`src/rtl/core/mwo_pkg.sv`:
```
package mwo_pkg;

  typedef struct packed {
    logic        [31:0] stamp_sec;
    logic        [29:0] stamp_nsec;
    logic signed [31:0] wheel_tick_0;
    logic signed [31:0] wheel_tick_1;
    logic signed [31:0] wheel_tick_2;
    logic signed [31:0] wheel_tick_3;
  } in_t;

  typedef struct packed {
    logic signed [31:0] vel_x;
    logic signed [31:0] vel_y;
    logic signed [31:0] yaw_rate;
    logic        [31:0] out_sec;
    logic        [29:0] out_nsec;
    logic               valid_res;
  } out_t;

  typedef enum logic [3:0] {
    CFG_RADIUS = 4'd0,
    CFG_LPW    = 4'd1,
    CFG_CPR    = 4'd2,
    CFG_GEAR   = 4'd3
  } cfg_idx_t;

  localparam int CFG_DW = 20;
  localparam int MW     = 128;
  localparam int BW     = 35;

  localparam logic [29:0]   NS_PER_S  = 30'd1000000000;
  localparam logic [MW-1:0] TWO_PI_NS = MW'(64'd411775 * 64'd1000000000);

  typedef struct packed {
    logic          start;
    logic [MW-1:0] a;
    logic [BW-1:0] b;
  } mul_req_t;

  typedef struct packed {
    logic          busy;
    logic          done;
    logic [MW-1:0] p;
  } mul_rsp_t;

  typedef struct packed {
    logic start;
    logic neg;
  } div_ctl_t;

  typedef struct packed {
    logic busy;
    logic done;
  } div_sts_t;

endpackage

```
`src/rtl/core/mecanum_wheel_odometry.sv`:
```
// Channel  Ports                            Direction  Moves
// in       in_valid in_ready in_data        input      one sample transaction
// out      out_valid out_ready out_data     output     one velocity transaction
// cfg      cfg_we cfg_index cfg_data        input      one register write
//
// Each item passes through a shift-and-add multiplier that walks one
// multiplier bit a cycle through interval, divisor and numerator products, and
// a restoring divider that yields one quotient bit a cycle for each velocity.
// A reload skips every product; a nonpositive interval ends after the first one.
// Synchronous active-low reset clears history and control; no clearing pass.
// A stalled result is held in the output register while the next item works.
module mecanum_wheel_odometry #(
  parameter int TICK_WIDTH = 32,
  parameter int FRAC_BITS  = 16
) (
  input  logic                        clk,
  input  logic                        rst_n,
  input  logic                        in_valid,
  output logic                        in_ready,
  input  mwo_pkg::in_t                in_data,
  output logic                        out_valid,
  input  logic                        out_ready,
  output mwo_pkg::out_t               out_data,
  input  logic                        cfg_we,
  input  logic [3:0]                  cfg_index,
  input  logic [mwo_pkg::CFG_DW-1:0]  cfg_data
);
  import mwo_pkg::*;

  localparam int DW = (FRAC_BITS + 116 > 142) ? FRAC_BITS + 116 : 142;
  localparam int SW = TICK_WIDTH + 3;

  typedef enum logic [8:0] {
    ST_IDLE = 9'b000000001,
    ST_DT   = 9'b000000010,
    ST_CPR  = 9'b000000100,
    ST_GEAR = 9'b000001000,
    ST_LPW  = 9'b000010000,
    ST_RK   = 9'b000100000,
    ST_NMUL = 9'b001000000,
    ST_DIV  = 9'b010000000,
    ST_DONE = 9'b100000000
  } state_t;

  function automatic logic [BW-1:0] abs_mag(input logic signed [SW-1:0] s);
    logic [SW-1:0] m;
    m = s[SW-1] ? $unsigned(-s) : $unsigned(s);
    return BW'(m);
  endfunction

  logic [15:0] radius_r, cpr_r, gear_r;
  logic [19:0] lpw_r;

  state_t state_r, state_nxt;
  logic [TICK_WIDTH-1:0] last_tick_r [4];
  logic [31:0]           last_sec_r;
  logic [29:0]           last_nsec_r;
  logic                  first_r;

  logic signed [SW-1:0] sum_r [3], sum_nxt [3];
  logic signed [31:0]   res_r [3], res_nxt [3];
  logic [29:0]   nsec_r, nsec_nxt, lnsec_r, lnsec_nxt;
  logic [31:0]   osec_r, osec_nxt;
  logic [MW-1:0] d_r, d_nxt, dy_r, dy_nxt, rk_r, rk_nxt;
  logic [1:0]    idx_r, idx_nxt;
  logic          vres_r, vres_nxt;

  mul_req_t mul_req_r, mul_req_nxt;
  mul_rsp_t mul_rsp;
  div_ctl_t div_ctl_r, div_ctl_nxt;
  div_sts_t div_sts;
  logic [DW-1:0]      div_x_r, div_x_nxt, div_y_r, div_y_nxt;
  logic signed [31:0] div_q;

  logic          out_valid_r, out_valid_nxt;
  out_t          out_data_r, out_data_nxt;

  logic                  accept;
  logic                  go;
  logic [TICK_WIDTH-1:0] dl [4];
  logic signed [SW-1:0]  de [4];
  logic signed [63:0]    dt_s;
  logic                  dt_pos;

  assign accept = in_valid && in_ready;
  assign in_ready = (state_r == ST_IDLE);

  assign dl[0] = in_data.wheel_tick_0[TICK_WIDTH-1:0] - last_tick_r[0];
  assign dl[1] = in_data.wheel_tick_1[TICK_WIDTH-1:0] - last_tick_r[1];
  assign dl[2] = in_data.wheel_tick_2[TICK_WIDTH-1:0] - last_tick_r[2];
  assign dl[3] = in_data.wheel_tick_3[TICK_WIDTH-1:0] - last_tick_r[3];

  always_comb begin
    for (int i = 0; i < 4; i++) de[i] = SW'($signed(dl[i]));
  end

  assign go = !first_r && (in_data.stamp_sec >= last_sec_r) &&
              (cpr_r != '0) && (gear_r != '0) && (lpw_r != '0);

  assign dt_s = $signed({2'b00, mul_rsp.p[61:0]}) + $signed({34'd0, nsec_r})
              - $signed({34'd0, lnsec_r});
  assign dt_pos = !dt_s[63] && (dt_s != 64'sd0);

  always_comb begin
    state_nxt   = state_r;
    sum_nxt     = sum_r;
    res_nxt     = res_r;
    nsec_nxt    = nsec_r;
    lnsec_nxt   = lnsec_r;
    osec_nxt    = osec_r;
    d_nxt       = d_r;
    dy_nxt      = dy_r;
    rk_nxt      = rk_r;
    idx_nxt     = idx_r;
    vres_nxt    = vres_r;
    mul_req_nxt = mul_req_r;
    mul_req_nxt.start = 1'b0;
    div_ctl_nxt = div_ctl_r;
    div_ctl_nxt.start = 1'b0;
    div_x_nxt   = div_x_r;
    div_y_nxt   = div_y_r;
    out_data_nxt  = out_data_r;
    out_valid_nxt = out_valid_r && !out_ready;

    case (state_r)
      ST_IDLE: begin
        if (accept) begin
          sum_nxt[0] = de[0] + de[1] + de[2] + de[3];
          sum_nxt[1] = -de[0] + de[1] + de[2] - de[3];
          sum_nxt[2] = -de[0] + de[1] - de[2] + de[3];
          for (int i = 0; i < 3; i++) res_nxt[i] = '0;
          vres_nxt  = 1'b0;
          nsec_nxt  = in_data.stamp_nsec;
          lnsec_nxt = last_nsec_r;
          osec_nxt  = in_data.stamp_sec;
          if (go) begin
            mul_req_nxt.start = 1'b1;
            mul_req_nxt.a     = MW'(NS_PER_S);
            mul_req_nxt.b     = BW'(in_data.stamp_sec - last_sec_r);
            state_nxt         = ST_DT;
          end else begin
            state_nxt = ST_DONE;
          end
        end
      end
      ST_DT: begin
        if (mul_rsp.done) begin
          if (dt_pos) begin
            vres_nxt          = 1'b1;
            mul_req_nxt.start = 1'b1;
            mul_req_nxt.a     = MW'($unsigned(dt_s));
            mul_req_nxt.b     = BW'(cpr_r);
            state_nxt         = ST_CPR;
          end else begin
            state_nxt = ST_DONE;
          end
        end
      end
      ST_CPR: begin
        if (mul_rsp.done) begin
          mul_req_nxt.start = 1'b1;
          mul_req_nxt.a     = mul_rsp.p;
          mul_req_nxt.b     = BW'(gear_r);
          state_nxt         = ST_GEAR;
        end
      end
      ST_GEAR: begin
        if (mul_rsp.done) begin
          d_nxt             = mul_rsp.p;
          mul_req_nxt.start = 1'b1;
          mul_req_nxt.a     = mul_rsp.p;
          mul_req_nxt.b     = BW'(lpw_r);
          state_nxt         = ST_LPW;
        end
      end
      ST_LPW: begin
        if (mul_rsp.done) begin
          dy_nxt            = mul_rsp.p;
          mul_req_nxt.start = 1'b1;
          mul_req_nxt.a     = TWO_PI_NS;
          mul_req_nxt.b     = BW'(radius_r);
          state_nxt         = ST_RK;
        end
      end
      ST_RK: begin
        if (mul_rsp.done) begin
          rk_nxt            = mul_rsp.p;
          idx_nxt           = 2'd0;
          mul_req_nxt.start = 1'b1;
          mul_req_nxt.a     = mul_rsp.p;
          mul_req_nxt.b     = abs_mag(sum_r[0]);
          state_nxt         = ST_NMUL;
        end
      end
      ST_NMUL: begin
        if (mul_rsp.done) begin
          div_ctl_nxt.start = 1'b1;
          div_ctl_nxt.neg   = sum_r[idx_r][SW-1];
          if (idx_r == 2'd2) begin
            div_x_nxt = DW'(mul_rsp.p) << (FRAC_BITS + 16);
            div_y_nxt = DW'(dy_r) << 26;
          end else begin
            div_x_nxt = DW'(mul_rsp.p) << FRAC_BITS;
            div_y_nxt = DW'(d_r) << 26;
          end
          state_nxt = ST_DIV;
        end
      end
      ST_DIV: begin
        if (div_sts.done) begin
          res_nxt[idx_r] = div_q;
          if (idx_r == 2'd2) begin
            state_nxt = ST_DONE;
          end else begin
            idx_nxt           = idx_r + 2'd1;
            mul_req_nxt.start = 1'b1;
            mul_req_nxt.a     = rk_r;
            mul_req_nxt.b     = abs_mag(sum_r[idx_r + 2'd1]);
            state_nxt         = ST_NMUL;
          end
        end
      end
      ST_DONE: begin
        if (!out_valid_r || out_ready) begin
          out_data_nxt.vel_x     = res_r[0];
          out_data_nxt.vel_y     = res_r[1];
          out_data_nxt.yaw_rate  = res_r[2];
          out_data_nxt.out_sec   = osec_r;
          out_data_nxt.out_nsec  = nsec_r;
          out_data_nxt.valid_res = vres_r;
          out_valid_nxt          = 1'b1;
          state_nxt              = ST_IDLE;
        end
      end
      default: state_nxt = ST_IDLE;
    endcase
  end

  always_ff @(posedge clk) begin
    if (!rst_n) begin
      state_r         <= ST_IDLE;
      out_valid_r     <= 1'b0;
      mul_req_r       <= '0;
      div_ctl_r       <= '0;
      first_r         <= 1'b1;
      last_sec_r      <= '0;
      last_nsec_r     <= '0;
      for (int i = 0; i < 4; i++) last_tick_r[i] <= '0;
    end else begin
      state_r         <= state_nxt;
      out_valid_r     <= out_valid_nxt;
      mul_req_r       <= mul_req_nxt;
      div_ctl_r       <= div_ctl_nxt;
      if (accept) begin
        first_r        <= 1'b0;
        last_sec_r     <= in_data.stamp_sec;
        last_nsec_r    <= in_data.stamp_nsec;
        last_tick_r[0] <= in_data.wheel_tick_0[TICK_WIDTH-1:0];
        last_tick_r[1] <= in_data.wheel_tick_1[TICK_WIDTH-1:0];
        last_tick_r[2] <= in_data.wheel_tick_2[TICK_WIDTH-1:0];
        last_tick_r[3] <= in_data.wheel_tick_3[TICK_WIDTH-1:0];
      end
    end
  end

  always_ff @(posedge clk) begin
    sum_r         <= sum_nxt;
    res_r         <= res_nxt;
    nsec_r        <= nsec_nxt;
    lnsec_r       <= lnsec_nxt;
    osec_r        <= osec_nxt;
    d_r           <= d_nxt;
    dy_r          <= dy_nxt;
    rk_r          <= rk_nxt;
    idx_r         <= idx_nxt;
    vres_r        <= vres_nxt;
    div_x_r       <= div_x_nxt;
    div_y_r       <= div_y_nxt;
    out_data_r    <= out_data_nxt;
  end

  always_ff @(posedge clk) begin
    if (!rst_n) begin
      radius_r <= 16'd4588;
      lpw_r    <= 20'd24183;
      cpr_r    <= 16'd42;
      gear_r   <= 16'd1280;
    end else if (cfg_we) begin
      case (cfg_index)
        CFG_RADIUS: radius_r <= cfg_data[15:0];
        CFG_LPW:    lpw_r    <= cfg_data[19:0];
        CFG_CPR:    cpr_r    <= cfg_data[15:0];
        CFG_GEAR:   gear_r   <= cfg_data[15:0];
        default: ;
      endcase
    end
  end

  mwo_sermul u_mul (
    .clk   (clk),
    .rst_n (rst_n),
    .req   (mul_req_r),
    .rsp   (mul_rsp)
  );

  mwo_serdiv #(.DW(DW)) u_div (
    .clk   (clk),
    .rst_n (rst_n),
    .ctl   (div_ctl_r),
    .x     (div_x_r),
    .y     (div_y_r),
    .sts   (div_sts),
    .q     (div_q)
  );

  assign out_valid = out_valid_r;
  assign out_data  = out_data_r;

  a_unit_excl: assert property (@(posedge clk) disable iff (!rst_n)
    !(mul_rsp.busy && div_sts.busy))
    else $error("multiplier and divider busy together");

  a_div_state: assert property (@(posedge clk) disable iff (!rst_n)
    div_sts.done |-> (state_r == ST_DIV))
    else $error("divider finished outside the divide step");

  a_one_at_once: assert property (@(posedge clk) disable iff (!rst_n)
    accept |=> !in_ready)
    else $error("second transaction taken while one is at work");

  a_invalid_zero: assert property (@(posedge clk) disable iff (!rst_n)
    (out_valid && !out_data.valid_res) |->
      (out_data.vel_x == 32'sd0 && out_data.vel_y == 32'sd0 &&
       out_data.yaw_rate == 32'sd0))
    else $error("invalid result carries nonzero velocity");

endmodule

```
`src/rtl/core/mwo_sermul.sv`:
```
module mwo_sermul (
  input  logic              clk,
  input  logic              rst_n,
  input  mwo_pkg::mul_req_t req,
  output mwo_pkg::mul_rsp_t rsp
);
  import mwo_pkg::*;

  logic          busy_r, busy_nxt;
  logic [MW-1:0] a_r, a_nxt;
  logic [MW-1:0] p_r, p_nxt;
  logic [BW-1:0] b_r, b_nxt;

  always_comb begin
    busy_nxt = busy_r;
    a_nxt    = a_r;
    b_nxt    = b_r;
    p_nxt    = p_r;
    if (req.start) begin
      busy_nxt = 1'b1;
      a_nxt    = req.a;
      b_nxt    = req.b;
      p_nxt    = '0;
    end else if (busy_r) begin
      if (b_r == '0) begin
        busy_nxt = 1'b0;
      end else begin
        if (b_r[0]) p_nxt = p_r + a_r;
        a_nxt = {a_r[MW-2:0], 1'b0};
        b_nxt = {1'b0, b_r[BW-1:1]};
      end
    end
  end

  always_ff @(posedge clk) begin
    if (!rst_n) busy_r <= 1'b0;
    else        busy_r <= busy_nxt;
  end

  always_ff @(posedge clk) begin
    a_r <= a_nxt;
    b_r <= b_nxt;
    p_r <= p_nxt;
  end

  assign rsp.busy = busy_r;
  assign rsp.done = busy_r && (b_r == '0);
  assign rsp.p    = p_r;

endmodule

```
`src/rtl/core/mwo_serdiv.sv`:
```
module mwo_serdiv #(
  parameter int DW = 142
) (
  input  logic               clk,
  input  logic               rst_n,
  input  mwo_pkg::div_ctl_t  ctl,
  input  logic [DW-1:0]      x,
  input  logic [DW-1:0]      y,
  output mwo_pkg::div_sts_t  sts,
  output logic signed [31:0] q
);
  import mwo_pkg::*;

  logic          busy_r, busy_nxt;
  logic [5:0]    cnt_r, cnt_nxt;
  logic          ovf_r, ovf_nxt;
  logic          neg_r, neg_nxt;
  logic [DW-1:0] r_r, r_nxt;
  logic [DW-1:0] y_r, y_nxt;
  logic [31:0]   xl_r, xl_nxt;
  logic [31:0]   q_r, q_nxt;
  logic [DW:0]   rs, diff;
  logic          ge;
  logic [31:0]   lim, mag;

  assign rs   = {r_r, xl_r[31]};
  assign ge   = rs >= {1'b0, y_r};
  assign diff = rs - {1'b0, y_r};

  always_comb begin
    busy_nxt = busy_r;
    cnt_nxt  = cnt_r;
    ovf_nxt  = ovf_r;
    neg_nxt  = neg_r;
    r_nxt    = r_r;
    y_nxt    = y_r;
    xl_nxt   = xl_r;
    q_nxt    = q_r;
    if (ctl.start) begin
      busy_nxt = 1'b1;
      cnt_nxt  = 6'd32;
      r_nxt    = x >> 32;
      ovf_nxt  = (x >> 32) >= y;
      xl_nxt   = x[31:0];
      y_nxt    = y;
      q_nxt    = '0;
      neg_nxt  = ctl.neg;
    end else if (busy_r) begin
      if (cnt_r == 6'd0) begin
        busy_nxt = 1'b0;
      end else begin
        r_nxt   = ge ? diff[DW-1:0] : rs[DW-1:0];
        q_nxt   = {q_r[30:0], ge};
        xl_nxt  = {xl_r[30:0], 1'b0};
        cnt_nxt = cnt_r - 6'd1;
      end
    end
  end

  always_ff @(posedge clk) begin
    if (!rst_n) begin
      busy_r <= 1'b0;
      cnt_r  <= '0;
    end else begin
      busy_r <= busy_nxt;
      cnt_r  <= cnt_nxt;
    end
  end

  always_ff @(posedge clk) begin
    ovf_r <= ovf_nxt;
    neg_r <= neg_nxt;
    r_r   <= r_nxt;
    y_r   <= y_nxt;
    xl_r  <= xl_nxt;
    q_r   <= q_nxt;
  end

  assign lim = neg_r ? 32'h8000_0000 : 32'h7FFF_FFFF;
  assign mag = (ovf_r || (q_r > lim)) ? lim : q_r;
  assign q   = neg_r ? $signed(32'd0 - mag) : $signed(mag);

  assign sts.busy = busy_r;
  assign sts.done = busy_r && (cnt_r == 6'd0);

endmodule

```
`config.mk`:
```
export PLATFORM = sky130hd
export DESIGN_NAME = mecanum_wheel_odometry
export DESIGN_NICKNAME = d
export VERILOG_FILES = /design/src/rtl/core/mwo_pkg.sv /design/src/rtl/core/mecanum_wheel_odometry.sv /design/src/rtl/core/mwo_sermul.sv /design/src/rtl/core/mwo_serdiv.sv
export SDC_FILE = /design/constraint.sdc
export NUM_CORES = 2
export LEC_CHECK = 0
export BUFFER_PORTS_ARGS = -buffer_cell sky130_fd_sc_hd__buf_2
export CAP_MARGIN = 20
export CELL_PAD_IN_SITES_DETAIL_PLACEMENT = 0
export CELL_PAD_IN_SITES_GLOBAL_PLACEMENT = 1
export CORE_ASPECT_RATIO = 0.8
export CORE_UTILIZATION = 40
export DETAILED_ROUTE_END_ITERATION = 8
export GPL_TIMING_DRIVEN = 0
export PLACE_DENSITY = 0.68
export SETUP_SLACK_MARGIN = 0.1
export SLEW_MARGIN = 20
export SYNTH_ARGS = -nofsm -noshare
export SYNTH_HDL_FRONTEND = slang
export SYNTH_HIERARCHICAL = 1
export SYNTH_SLANG_ARGS = --single-unit
```
`constraint.sdc`:
```
create_clock -name clk -period 10.8 [get_ports clk]
set_input_delay 0.54 -clock clk [delete_from_list [all_inputs] [get_ports clk]]
set_output_delay 0.54 -clock clk [all_outputs]
set_load 0.05 [all_outputs]
```
==> run metrics <==
Least-Margin Pin Slew 1.219 ns; final wirelength roughly 460 mm; Tmin final 10.02 ns; Syn Std Cell Area 0.1260 mm^2; Post-Route Skew 0.1207 ns; initial antenna violation count 32; CTS H-tree depth 4; max_cap viols 0; CP peak stage delay approximately 0.66 ns; critical path's top delay family compound AO/OA/AOI/OAI gates; total grt overflow 0; Final Core Density 46.23%; initial DRC count 12030; Die Y-Extent ~500 um; endpoints failing setup 0; highest clock rate between 90 and 100 MHz; routability cong. about 0.95; fin crit share 92.81%; cells after synthesis 12340; syn avg cell area between 10 and 15 um^2; Worst Path Buf+Inv 6; status completed; via count just over 100k; setup repair bufs after CTS 0; number of global-route vias before repair 96540; WL/cell ~26 um; Critical Path AT 10.62 ns; post-route cell area 0.1443 mm^2; first-pass GRT wire length 663.2 mm; Leak 56.32 nW; Worst Setup End Kind flop; Port-buffer cells 379; CTS Sinks between 2000 and 2500; DRC 0; die area 0.3174 mm^2; Reg clk slew, reported paths 0.06 ns; number of placed I/O pins 380; GRT Util Overall between 20% and 30%; Slew headroom 18.74%; Peak VDD IR 506.5 uV; core area ~0.31 mm^2; RSZ-0062 raised after global routing no; layout cells sized above 1 10.70%; Placed Instance Area 0.1345 mm^2; Hold WC Path Type primary input to flop; Layout fillers slightly below 30000; commonest non-fill, non-tap cell in the layout edfxtp_1; fin nets about 14000; Clock Latency Late Sink between 0.9 and 1 ns; Worst path most repeated cell a21oi_1; synth warn 6; starting density of the core 40.39%; CP required about 11 ns; CP max FO 6; via/cell ratio 5.803; CTS max path bufs 4; clk root buf clkbuf_16; Hold Vio Cnt, Final 0; Pre-antenna DRT Iters 8; row count 183; largest net degree at the start of global routing 93; most frequent cells in the layout edfxtp_1, nand2_1, a21oi_1; Max Slew Vio Count 0; Setup CP Type primary input to flop; PwrDens 375.5 mW/mm^2; die width between 600 and 700 um; CTS tree built; detailed placer's ending HPWL between 300 and 400 mm; Routed Antenna Nets 0; Num CTS Buffers 233; critical path's slowest cell xor2_1; CP Launch Type primary input; synth-to-layout area growth 14.46%
## registers in the layout, summed over array words and instances, names as in the netlist, 116 cells and up
register / count
u_mul/p_r: 126
div_x_r: 126
u_div/r_r: 142
div_y_r: 116
dy_r: 116
rk_r: 126
d_r: 116
u_div/y_r: 142
last_tick_r: 128
mul_req_r: 162
u_mul/a_r: 126
out_data: 159
## layout make-up
type | instances | area, um^2 | share of cell area (%)
Antenna cell | 16 | 40.04 | 0.02775
Buffer | 567 | 2375 | 1.646
Clock buffer | 290 | 6270 | 4.346
Clock inverter | 138 | 1411 | 0.9782
Inverter | 995 | 3742 | 2.594
Multi-Input combinational cell | 8716 | 61330 | 42.51
Sequential cell | 2133 | 59020 | 40.91
Tap cell | 4162 | 5207 | 3.609
Timing Repair Buffer | 626 | 4882 | 3.384
## repair_timing
action,in CTS,in global routing
hold buffers,202,0
endpoints found under the hold margin,306,0
setup endpoints to repair,0,1
gates resized for setup,0,2
## metal layers
layer	GRT usage, %	wire [um]	vias up
met5	0	33	-
met4	6.998	12320	4
met3	4.481	39630	559
met2	39.74	186400	4416
met1	43.82	221900	50630
li1	-	-	46780
## worst paths after layout
path | start | end | slack [ns] | cells past startpoint
worst min-delay path | in_data[154] | last_nsec_r[26] | 0.04 | 3
worst max register to register | last_tick_r[0][0] | sum_r[69] | 0.80 | 33
worst max-delay path | in_data[96] | sum_r[69] | 0.78 | 36
worst min register to register | osec_r[6] | out_data[37] | 0.40 | 0
## power by group
group / total (mW) / switching (mW) / internal [mW]
Clock: 8.19 / 3.52 / 4.67
Sequential: 13.3 / 1.34 / 12.0
Combinational: 32.7 / 20.3 / 12.4
Total: 54.2 / 25.2 / 29.0
## worst min-delay path, stage by stage
cell and delay [ns]:
buf_2 0.17, nand2_1 0.08, a21oi_1 0.05
## stage by stage
step	cells	power (mW)	TNS (ns)	setup WS (ns)	hold slack, ns
floorplan	12410	35.73	0	1.331	0.4003
global placement	16950	44.90	-1005.25	-2.365	0.4022
detailed placement	17000	45.29	0	0.4007	0.4045
CTS	17630	53.72	0	0.7235	0.0002033
global route	17630	57.77	0	0.2317	0.01603
finish	17640	54.18	0	0.7760	0.04134
Power figures use the tool's default switching activity.
